$ cat src/rtl/core/ssdf_pkg.sv
// Package for the seven-segment decimal frame builder.
// Holds bus command codes, divide constants, the frame type and the segment decoder.
// No dependencies.
package ssdf_pkg;

    localparam logic [7:0] CMD_DATA    = 8'h40;
    localparam logic [7:0] CMD_ADDR    = 8'hC0;
    localparam logic [7:0] CMD_DISPLAY = 8'h80;

    localparam int NUM_W   = 14;
    localparam int DIGITS  = 4;
    localparam logic [2:0] MAX_COUNT = 3'd4;

    // reciprocal constants, exact for any 14-bit value
    localparam logic [14:0] RECIP_1000 = 15'd16778;  // 2^24 / 1000, rounded up
    localparam logic [13:0] RECIP_100  = 14'd10486;  // 2^20 / 100, rounded up
    localparam logic [15:0] RECIP_10   = 16'd52429;  // 2^19 / 10, rounded up

    localparam logic [7:0] SEG_ZERO  = 8'h3F;
    localparam logic [7:0] SEG_BLANK = 8'h00;

    typedef logic [DIGITS-1:0][7:0] t_segs;

    typedef struct packed {
        t_segs      segs;   // segs[0] is the thousands digit
        logic [2:0] count;
        logic [1:0] pos;
    } t_frame;

    function automatic logic [7:0] seg_pattern(input logic [3:0] d);
        logic [7:0] p;
        unique case (d)
            4'h0:    p = 8'h3F;
            4'h1:    p = 8'h06;
            4'h2:    p = 8'h5B;
            4'h3:    p = 8'h4F;
            4'h4:    p = 8'h66;
            4'h5:    p = 8'h6D;
            4'h6:    p = 8'h7D;
            4'h7:    p = 8'h07;
            4'h8:    p = 8'h7F;
            4'h9:    p = 8'h6F;
            4'hA:    p = 8'h77;
            4'hB:    p = 8'h7C;
            4'hC:    p = 8'h39;
            4'hD:    p = 8'h5E;
            4'hE:    p = 8'h79;
            default: p = 8'h71;
        endcase
        return p;
    endfunction

endpackage

$ cat src/rtl/core/ssdf_digit_encode.sv
// Decimal split and segment encoding with leading-zero blanking.
// Uses ssdf_pkg for the reciprocal constants and the segment decoder.
module ssdf_digit_encode
    import ssdf_pkg::*;
(
    input  logic [NUM_W-1:0] i_number,
    input  logic             i_show_zeros,
    output t_segs            o_segs
);

    logic [28:0] w_p1000;
    logic [27:0] w_p100;
    logic [29:0] w_p10;
    logic [4:0]  w_q1000;
    logic [7:0]  w_q100;
    logic [10:0] w_q10;
    logic [7:0]  w_d2_full;
    logic [10:0] w_d1_full;
    logic [13:0] w_d0_full;
    logic [3:0]  w_d2;
    logic [3:0]  w_d1;
    logic [3:0]  w_d0;
    logic        w_nz3;
    logic        w_nz2;
    logic        w_nz1;

    assign w_p1000 = 29'(i_number) * 29'(RECIP_1000);
    assign w_p100  = 28'(i_number) * 28'(RECIP_100);
    assign w_p10   = 30'(i_number) * 30'(RECIP_10);

    assign w_q1000 = w_p1000[28:24];
    assign w_q100  = w_p100[27:20];
    assign w_q10   = w_p10[29:19];

    assign w_d2_full = w_q100 - 8'(8'({3'b000, w_q1000}) * 8'd10);
    assign w_d1_full = w_q10 - 11'(11'({3'b000, w_q100}) * 11'd10);
    assign w_d0_full = i_number - 14'(14'({3'b000, w_q10}) * 14'd10);

    assign w_d2 = w_d2_full[3:0];
    assign w_d1 = w_d1_full[3:0];
    assign w_d0 = w_d0_full[3:0];

    // thousands of 16 wraps to pattern 0 but still counts as nonzero
    assign w_nz3 = (w_q1000 != 5'd0);
    assign w_nz2 = w_nz3 || (w_d2 != 4'd0);
    assign w_nz1 = w_nz2 || (w_d1 != 4'd0);

    always_comb begin
        o_segs[0] = w_nz3 ? seg_pattern(w_q1000[3:0])
                          : (i_show_zeros ? SEG_ZERO : SEG_BLANK);
        o_segs[1] = (w_nz2 || i_show_zeros) ? seg_pattern(w_d2) : SEG_BLANK;
        o_segs[2] = (w_nz1 || i_show_zeros) ? seg_pattern(w_d1) : SEG_BLANK;
        o_segs[3] = seg_pattern(w_d0);
    end

endmodule

$ cat src/rtl/core/ssdf_byte_sequencer.sv
// Frame register and byte sequencer driving the registered output channel.
// Uses ssdf_pkg for command codes and the frame type.
module ssdf_byte_sequencer
    import ssdf_pkg::*;
(
    input  logic       i_clk,
    input  logic       i_rst_n,
    input  logic       i_frame_valid,
    input  t_frame     i_frame,
    output logic       o_frame_ready,
    input  logic [7:0] i_brightness,
    output logic       o_valid,
    input  logic       i_ready,
    output logic [7:0] o_bus_byte,
    output logic       o_frame_start,
    output logic       o_frame_stop,
    output logic       o_last_byte
);

    t_frame     r_frame;
    logic       r_f_vld;
    logic [2:0] r_idx;
    logic       r_o_vld;
    logic [7:0] r_byte;
    logic       r_start;
    logic       r_stop;
    logic       r_last;

    logic       w_load;
    logic       w_is_last;
    logic [2:0] w_last_idx;
    logic [2:0] w_seg_sel;
    logic [7:0] n_byte;
    logic       n_start;
    logic       n_stop;

    assign w_load        = r_f_vld && (!r_o_vld || i_ready);
    assign w_last_idx    = r_frame.count + 3'd2;
    assign w_is_last     = (r_idx == w_last_idx);
    assign o_frame_ready = !r_f_vld || (w_load && w_is_last);
    assign w_seg_sel     = r_idx + 3'd2 - r_frame.count;

    always_comb begin
        if (r_idx == 3'd0) begin
            n_byte  = CMD_DATA;
            n_start = 1'b1;
            n_stop  = 1'b1;
        end else if (r_idx == 3'd1) begin
            n_byte  = CMD_ADDR | {6'd0, r_frame.pos};
            n_start = 1'b1;
            n_stop  = (r_frame.count == 3'd0);
        end else if (w_is_last) begin
            n_byte  = CMD_DISPLAY | {4'd0, i_brightness[3:0]};
            n_start = 1'b1;
            n_stop  = 1'b1;
        end else begin
            n_byte  = r_frame.segs[w_seg_sel[1:0]];
            n_start = 1'b0;
            n_stop  = (w_seg_sel[1:0] == 2'd3);
        end
    end

    always_ff @(posedge i_clk) begin
        if (!i_rst_n) begin
            r_f_vld <= 1'b0;
            r_idx   <= 3'd0;
            r_o_vld <= 1'b0;
        end else begin
            if (o_frame_ready && i_frame_valid) begin
                r_f_vld <= 1'b1;
                r_idx   <= 3'd0;
            end else if (w_load) begin
                r_idx <= r_idx + 3'd1;
                if (w_is_last) begin
                    r_f_vld <= 1'b0;
                end
            end
            if (w_load) begin
                r_o_vld <= 1'b1;
            end else if (i_ready) begin
                r_o_vld <= 1'b0;
            end
        end
    end

    always_ff @(posedge i_clk) begin
        if (o_frame_ready && i_frame_valid) begin
            r_frame <= i_frame;
        end
        if (w_load) begin
            r_byte  <= n_byte;
            r_start <= n_start;
            r_stop  <= n_stop;
            r_last  <= w_is_last;
        end
    end

    assign o_valid       = r_o_vld;
    assign o_bus_byte    = r_byte;
    assign o_frame_start = r_start;
    assign o_frame_stop  = r_stop;
    assign o_last_byte   = r_last;

endmodule

$ cat src/rtl/core/seven_segment_decimal_frame_builder_unit.sv
// Top level of the seven-segment decimal frame builder.
// Depends on ssdf_pkg, ssdf_digit_encode and ssdf_byte_sequencer.
//
//  channel | handshake                 | payload
//  --------+---------------------------+---------------------------------------------
//  input   | i_valid / o_ready         | i_number, i_show_leading_zeros,
//          |                           | i_digit_count, i_start_position
//  result  | o_valid / i_ready         | o_bus_byte, o_frame_start, o_frame_stop,
//          |                           | o_last_byte
//  config  | i_cfg_valid / o_cfg_ready | i_cfg_brightness
//
// Each request yields digit_count + 3 bytes (digit count above 4 counts as 4), one per
// cycle while the result side is ready; the byte sequencer sets the rate.
// The first byte passes the input stage, the frame register and the output register.
// The next request is taken while the current one is still being sent.
// Reset is synchronous; it empties all stages and sets brightness to 0.
// A stall on the result side holds the output byte and backs up into the input stage.
module seven_segment_decimal_frame_builder_unit
    import ssdf_pkg::*;
(
    input  logic             i_clk,
    input  logic             i_rst_n,
    input  logic             i_valid,
    output logic             o_ready,
    input  logic [NUM_W-1:0] i_number,
    input  logic             i_show_leading_zeros,
    input  logic [2:0]       i_digit_count,
    input  logic [1:0]       i_start_position,
    output logic             o_valid,
    input  logic             i_ready,
    output logic [7:0]       o_bus_byte,
    output logic             o_frame_start,
    output logic             o_frame_stop,
    output logic             o_last_byte,
    input  logic             i_cfg_valid,
    output logic             o_cfg_ready,
    input  logic [7:0]       i_cfg_brightness
);

    logic             r_a_vld;
    logic [NUM_W-1:0] r_a_number;
    logic             r_a_zeros;
    logic [2:0]       r_a_count;
    logic [1:0]       r_a_pos;
    logic [7:0]       r_brightness;

    logic             w_frame_ready;
    t_segs            w_segs;
    t_frame           w_frame;

    assign o_ready     = !r_a_vld || w_frame_ready;
    assign o_cfg_ready = 1'b1;

    always_ff @(posedge i_clk) begin
        if (!i_rst_n) begin
            r_a_vld      <= 1'b0;
            r_brightness <= 8'd0;
        end else begin
            if (o_ready) begin
                r_a_vld <= i_valid;
            end
            if (i_cfg_valid) begin
                r_brightness <= i_cfg_brightness;
            end
        end
    end

    always_ff @(posedge i_clk) begin
        if (o_ready && i_valid) begin
            r_a_number <= i_number;
            r_a_zeros  <= i_show_leading_zeros;
            r_a_count  <= (i_digit_count > MAX_COUNT) ? MAX_COUNT : i_digit_count;
            r_a_pos    <= i_start_position;
        end
    end

    ssdf_digit_encode u_encode (
        .i_number     (r_a_number),
        .i_show_zeros (r_a_zeros),
        .o_segs       (w_segs)
    );

    always_comb begin
        w_frame.segs  = w_segs;
        w_frame.count = r_a_count;
        w_frame.pos   = r_a_pos;
    end

    ssdf_byte_sequencer u_seq (
        .i_clk         (i_clk),
        .i_rst_n       (i_rst_n),
        .i_frame_valid (r_a_vld),
        .i_frame       (w_frame),
        .o_frame_ready (w_frame_ready),
        .i_brightness  (r_brightness),
        .o_valid       (o_valid),
        .i_ready       (i_ready),
        .o_bus_byte    (o_bus_byte),
        .o_frame_start (o_frame_start),
        .o_frame_stop  (o_frame_stop),
        .o_last_byte   (o_last_byte)
    );

    a_input_hold: assert property (@(posedge i_clk) disable iff (!i_rst_n)
        r_a_vld && !w_frame_ready |=> r_a_vld && $stable(r_a_number))
        else $error("input stage lost a waiting request");

    a_seq_restart: assert property (@(posedge i_clk) disable iff (!i_rst_n)
        (o_valid && i_ready && o_last_byte) ##1 o_valid |-> o_bus_byte == CMD_DATA)
        else $error("sequence did not restart with data command");

    a_addr_then_seg: assert property (@(posedge i_clk) disable iff (!i_rst_n)
        o_valid && i_ready && o_frame_start && !o_frame_stop
        |=> o_valid && !o_frame_start)
        else $error("segment byte missing after address command");

    a_last_framed: assert property (@(posedge i_clk) disable iff (!i_rst_n)
        o_valid && o_last_byte |-> o_frame_start && o_frame_stop
            && o_bus_byte[7:4] == CMD_DISPLAY[7:4])
        else $error("final byte is not a framed display command");

endmodule

$ cat config.mk
export PLATFORM = sky130hd
export DESIGN_NAME = seven_segment_decimal_frame_builder_unit
export DESIGN_NICKNAME = d
export VERILOG_FILES = /design/src/rtl/core/ssdf_pkg.sv /design/src/rtl/core/ssdf_digit_encode.sv /design/src/rtl/core/ssdf_byte_sequencer.sv /design/src/rtl/core/seven_segment_decimal_frame_builder_unit.sv
export SDC_FILE = /design/constraint.sdc
export NUM_CORES = 1
export LEC_CHECK = 0
export CAP_MARGIN = 20
export CORE_ASPECT_RATIO = 1.5
export CORE_MARGIN = 2
export CORE_UTILIZATION = 58
export CTS_CLUSTER_SIZE = 8
export DETAILED_ROUTE_END_ITERATION = 7
export DONT_BUFFER_PORTS = 1
export GPL_ROUTABILITY_DRIVEN = 1
export GPL_TIMING_DRIVEN = 0
export PLACE_DENSITY = 0.76
export SETUP_SLACK_MARGIN = 0.5
export SYNTH_ARGS = -nofsm -noshare
export SYNTH_HDL_FRONTEND = slang
export SYNTH_SLANG_ARGS = --single-unit
$ cat constraint.sdc
create_clock -name i_clk -period 7.4 [get_ports i_clk]
set_input_delay 0 -clock i_clk [delete_from_list [all_inputs] [get_ports i_clk]]
set_output_delay 0 -clock i_clk [all_outputs]
set_load 0.01 [all_outputs]
==> impl_metrics.tcl <==
set metrics [dict create \
    grt_pass1_wl_mm 49.7 \
    min_period_ps 7730 \
    drive_above_1_share_pct 17.5 \
    outcome "finished, violations left" \
    fin_util_pct 70.4 \
    layout_commonest_cell "inv_1" \
    async_reset_ff_share_pct 0 \
    synth.distinct_cells 61 \
    cp_common_cell "a21o_1" \
    dp_hpwl_mm 22.7 \
    rsz0062_at_grt "yes" \
    yosysSeqAreaShare_pct 17.6 \
    cts_tree "built" \
    cp-end-kind "register" \
    dieHeight_um 180 \
    clock_latency_ps 360 \
    dr.pass1.iters 5 \
    wl_mm 31.4 \
    die_area_um2 21900 \
    path_buf_inv 4 \
    synth-seq-cells 74 \
    seqCellArea_um2 2120 \
    drtIter0Drc 524 \
    cts_root_buffer "clkbuf_16" \
    grt_pass1_vias 10000 \
    nets 1735 \
    antenna_found_initial 0 \
    setup_tns_ps -1980 \
    crit_start "r_a_number[11]" \
    avgSynthCellArea_um2 10.1 \
    cts_made_buffers 9 \
    setup_slack_ps -327 \
    synth_nets 1623 \
    synth_edf_count 64 \
    setup_violations 7 \
    hold_ws_ps 68.6 \
    rows 64 \
    track_usage_pct 29.9 \
    min_path_type "in2reg" \
    yosys-top-cells-area "ha_1 28%, fa_1 22%, edfxtp_1 16%" \
    required_ps 7580 \
    via_per_inst 5.76 \
    initial_core_util_pct 59.0 \
    slew_viol_final 0 \
    syn_to_final_growth_pct 19.5 \
    coreArea_um2 20400 \
    maxClockFrequency_mhz 129 \
    ctsHtreeMaxLevel 3 \
    multi_input_area_um2 9420 \
    cpMaxStageDelayCell "fa_1" \
    fin_cells 1571 \
    hold_start "i_cfg_valid" \
    cpPeakStageDelay_ps 550 \
    yosys_warnings 0 \
    fill_cells 1405 \
    vias 9053 \
    synth_top_area_cell "ha_1" \
    wl_per_cell_um 20.0 \
    place_congestion 0.992 \
    r2r_start "r_a_number[11]" \
    synthFlopType "edfxtp_1" \
    cp.arrival_ps 7900 \
    crit_type "reg2reg" \
    hold_viol_final 0 \
    syn_area_um2 12000 \
    critPathLaunchType "register" \
    slew_headroom_pct 40.5 \
    drc 0 \
    violations "negative setup slack" \
    grt_overflow_total 0 \
    cp_top_family "adder cells" \
    skew_ps 13.4 \
    synth_top_area_share_pct 27.5 \
    path_max_fanout 5 \
    clkTransAtPathRegs_ps 60 \
    port_buffers 0 \
    antenna_left 0 \
    layout_common_cells "281 x inv_1, 229 x ha_1, 130 x fa_1" \
    ctsLongestPathBuffers 2 \
    tightest_slew_ps 887 \
    clock-sinks 74 \
    grt_max_degree 24 \
    die_width_um 122 \
    io_pins 47 \
    antennaDiodeCount 0 \
    r2r_slack_ps -330 \
    dp.cells 1456 \
    finalCritPeriodShare_pct 104 \
    synth_cells 1190 \
    maxCapViolations 0 \
]
sequential cells by signal, indices dropped and copies added (netlist names), 2 cells and up:
signal            cells
r_a_pos               2
r_a_number           14
r_brightness          4
u_seq.r_idx           3
u_seq.o_bus_byte      8
u_seq.r_frame        33
r_a_count             3
cell type report:
class / count / area share, %
Clock buffer: 9 / 1.57
Multi-Input combinational cell: 799 / 65.5
Tap cell: 264 / 2.30
Buffer: 17 / 0.687
Sequential cell: 74 / 14.8
Inverter: 300 / 7.92
Clock inverter: 7 / 0.705
Timing Repair Buffer: 101 / 6.60
kinds of logic (layout without fill, tap and decap cells):
family                   Yosys count  after routing  synth area share (%)
adder cells (fa/ha/maj)          400            400                  50.0
flip-flops                        74             74                  17.6
other                              1              1                0.0312
XOR/XNOR                          36             36                  3.01
AO/OA/AOI/OAI                    169            169                  9.32
buffers and inverters            317            434                  9.98
AND/OR/NAND/NOR                  169            169                  7.27
multiplexers                      24             24                  2.76
cell usage after synthesis (3+ instances only):
cell / instances
clkbuf_1: 14
edfxtp_1: 64
xor2_1: 11
o21ai_0: 23
fa_1: 135
o211ai_1: 7
and3_1: 9
a211o_1: 7
a221oi_1: 7
mux4_2: 7
xnor2_1: 22
a311oi_1: 5
o22a_1: 3
a21o_1: 20
dfxtp_1: 10
or2_2: 4
nand2b_1: 5
nor3_1: 6
mux2i_1: 13
a21oi_1: 50
nand4_1: 5
a211oi_1: 11
mux2_2: 4
a31oi_1: 7
o31ai_1: 4
nor2_1: 35
o21a_1: 10
nand3_1: 13
nor2b_1: 16
and2_1: 10
nor3b_1: 4
nand2_1: 48
a22oi_1: 3
ha_1: 265
and4_1: 3
inv_1: 300
worst reg2reg max path: cells and delay by family (launching register included):
kind                     cells  cell delay (ps)
adder cells (fa/ha/maj)      9             3240
XOR/XNOR                     7             1460
AO/OA/AOI/OAI                8             1240
AND/OR/NAND/NOR              3              660
flip-flops                   1              490
buffers and inverters        4              450
stage by stage:
step / setup slack (ps) / cell area, um^2
2_1_floorplan: 86.6 / 12100
3_3_place_gp: -994 / 12500
3_5_place_dp: -1060 / 12500
4_1_cts: -233 / 14200
5_1_grt: -584 / 14400
6_report: -327 / 14400
timing repair:
item | in CTS | in global routing
endpoints found under the setup margin | 21 | 21
setup buffers | 66 | 4
gates cloned | 1 | 0
pin swaps | 57 | 28
gates resized for setup | 109 | 27
hold endpoints to repair | 30 | 0
hold buffers | 27 | 0
final timing paths:
| path | endpoint | cells past startpoint |
|---|---|---|
| worst max-delay path | u_seq.r_frame[27] | 31 |
| worst min-delay path | r_brightness[1] | 3 |
| worst max register to register | u_seq.r_frame[27] | 31 |
| worst min register to register | u_seq.r_frame[4] | 0 |
per-layer routing:
metal | GRT usage (%) | wire length [um] | share of wire [%] | up-vias
li1 | - | - | - | 4148
met1 | 27.9 | 10100 | 32 | 4428
met2 | 57.1 | 17200 | 55 | 313
met3 | 4.02 | 1240 | 3.9 | 164
met4 | 22.4 | 2910 | 9.3 | 0
met5 | 0 | 0 | 0 | -
Power is left out: the tool's default activity adds up to more than one toggle a clock period on the data nets, which glitch-free logic cannot reach.
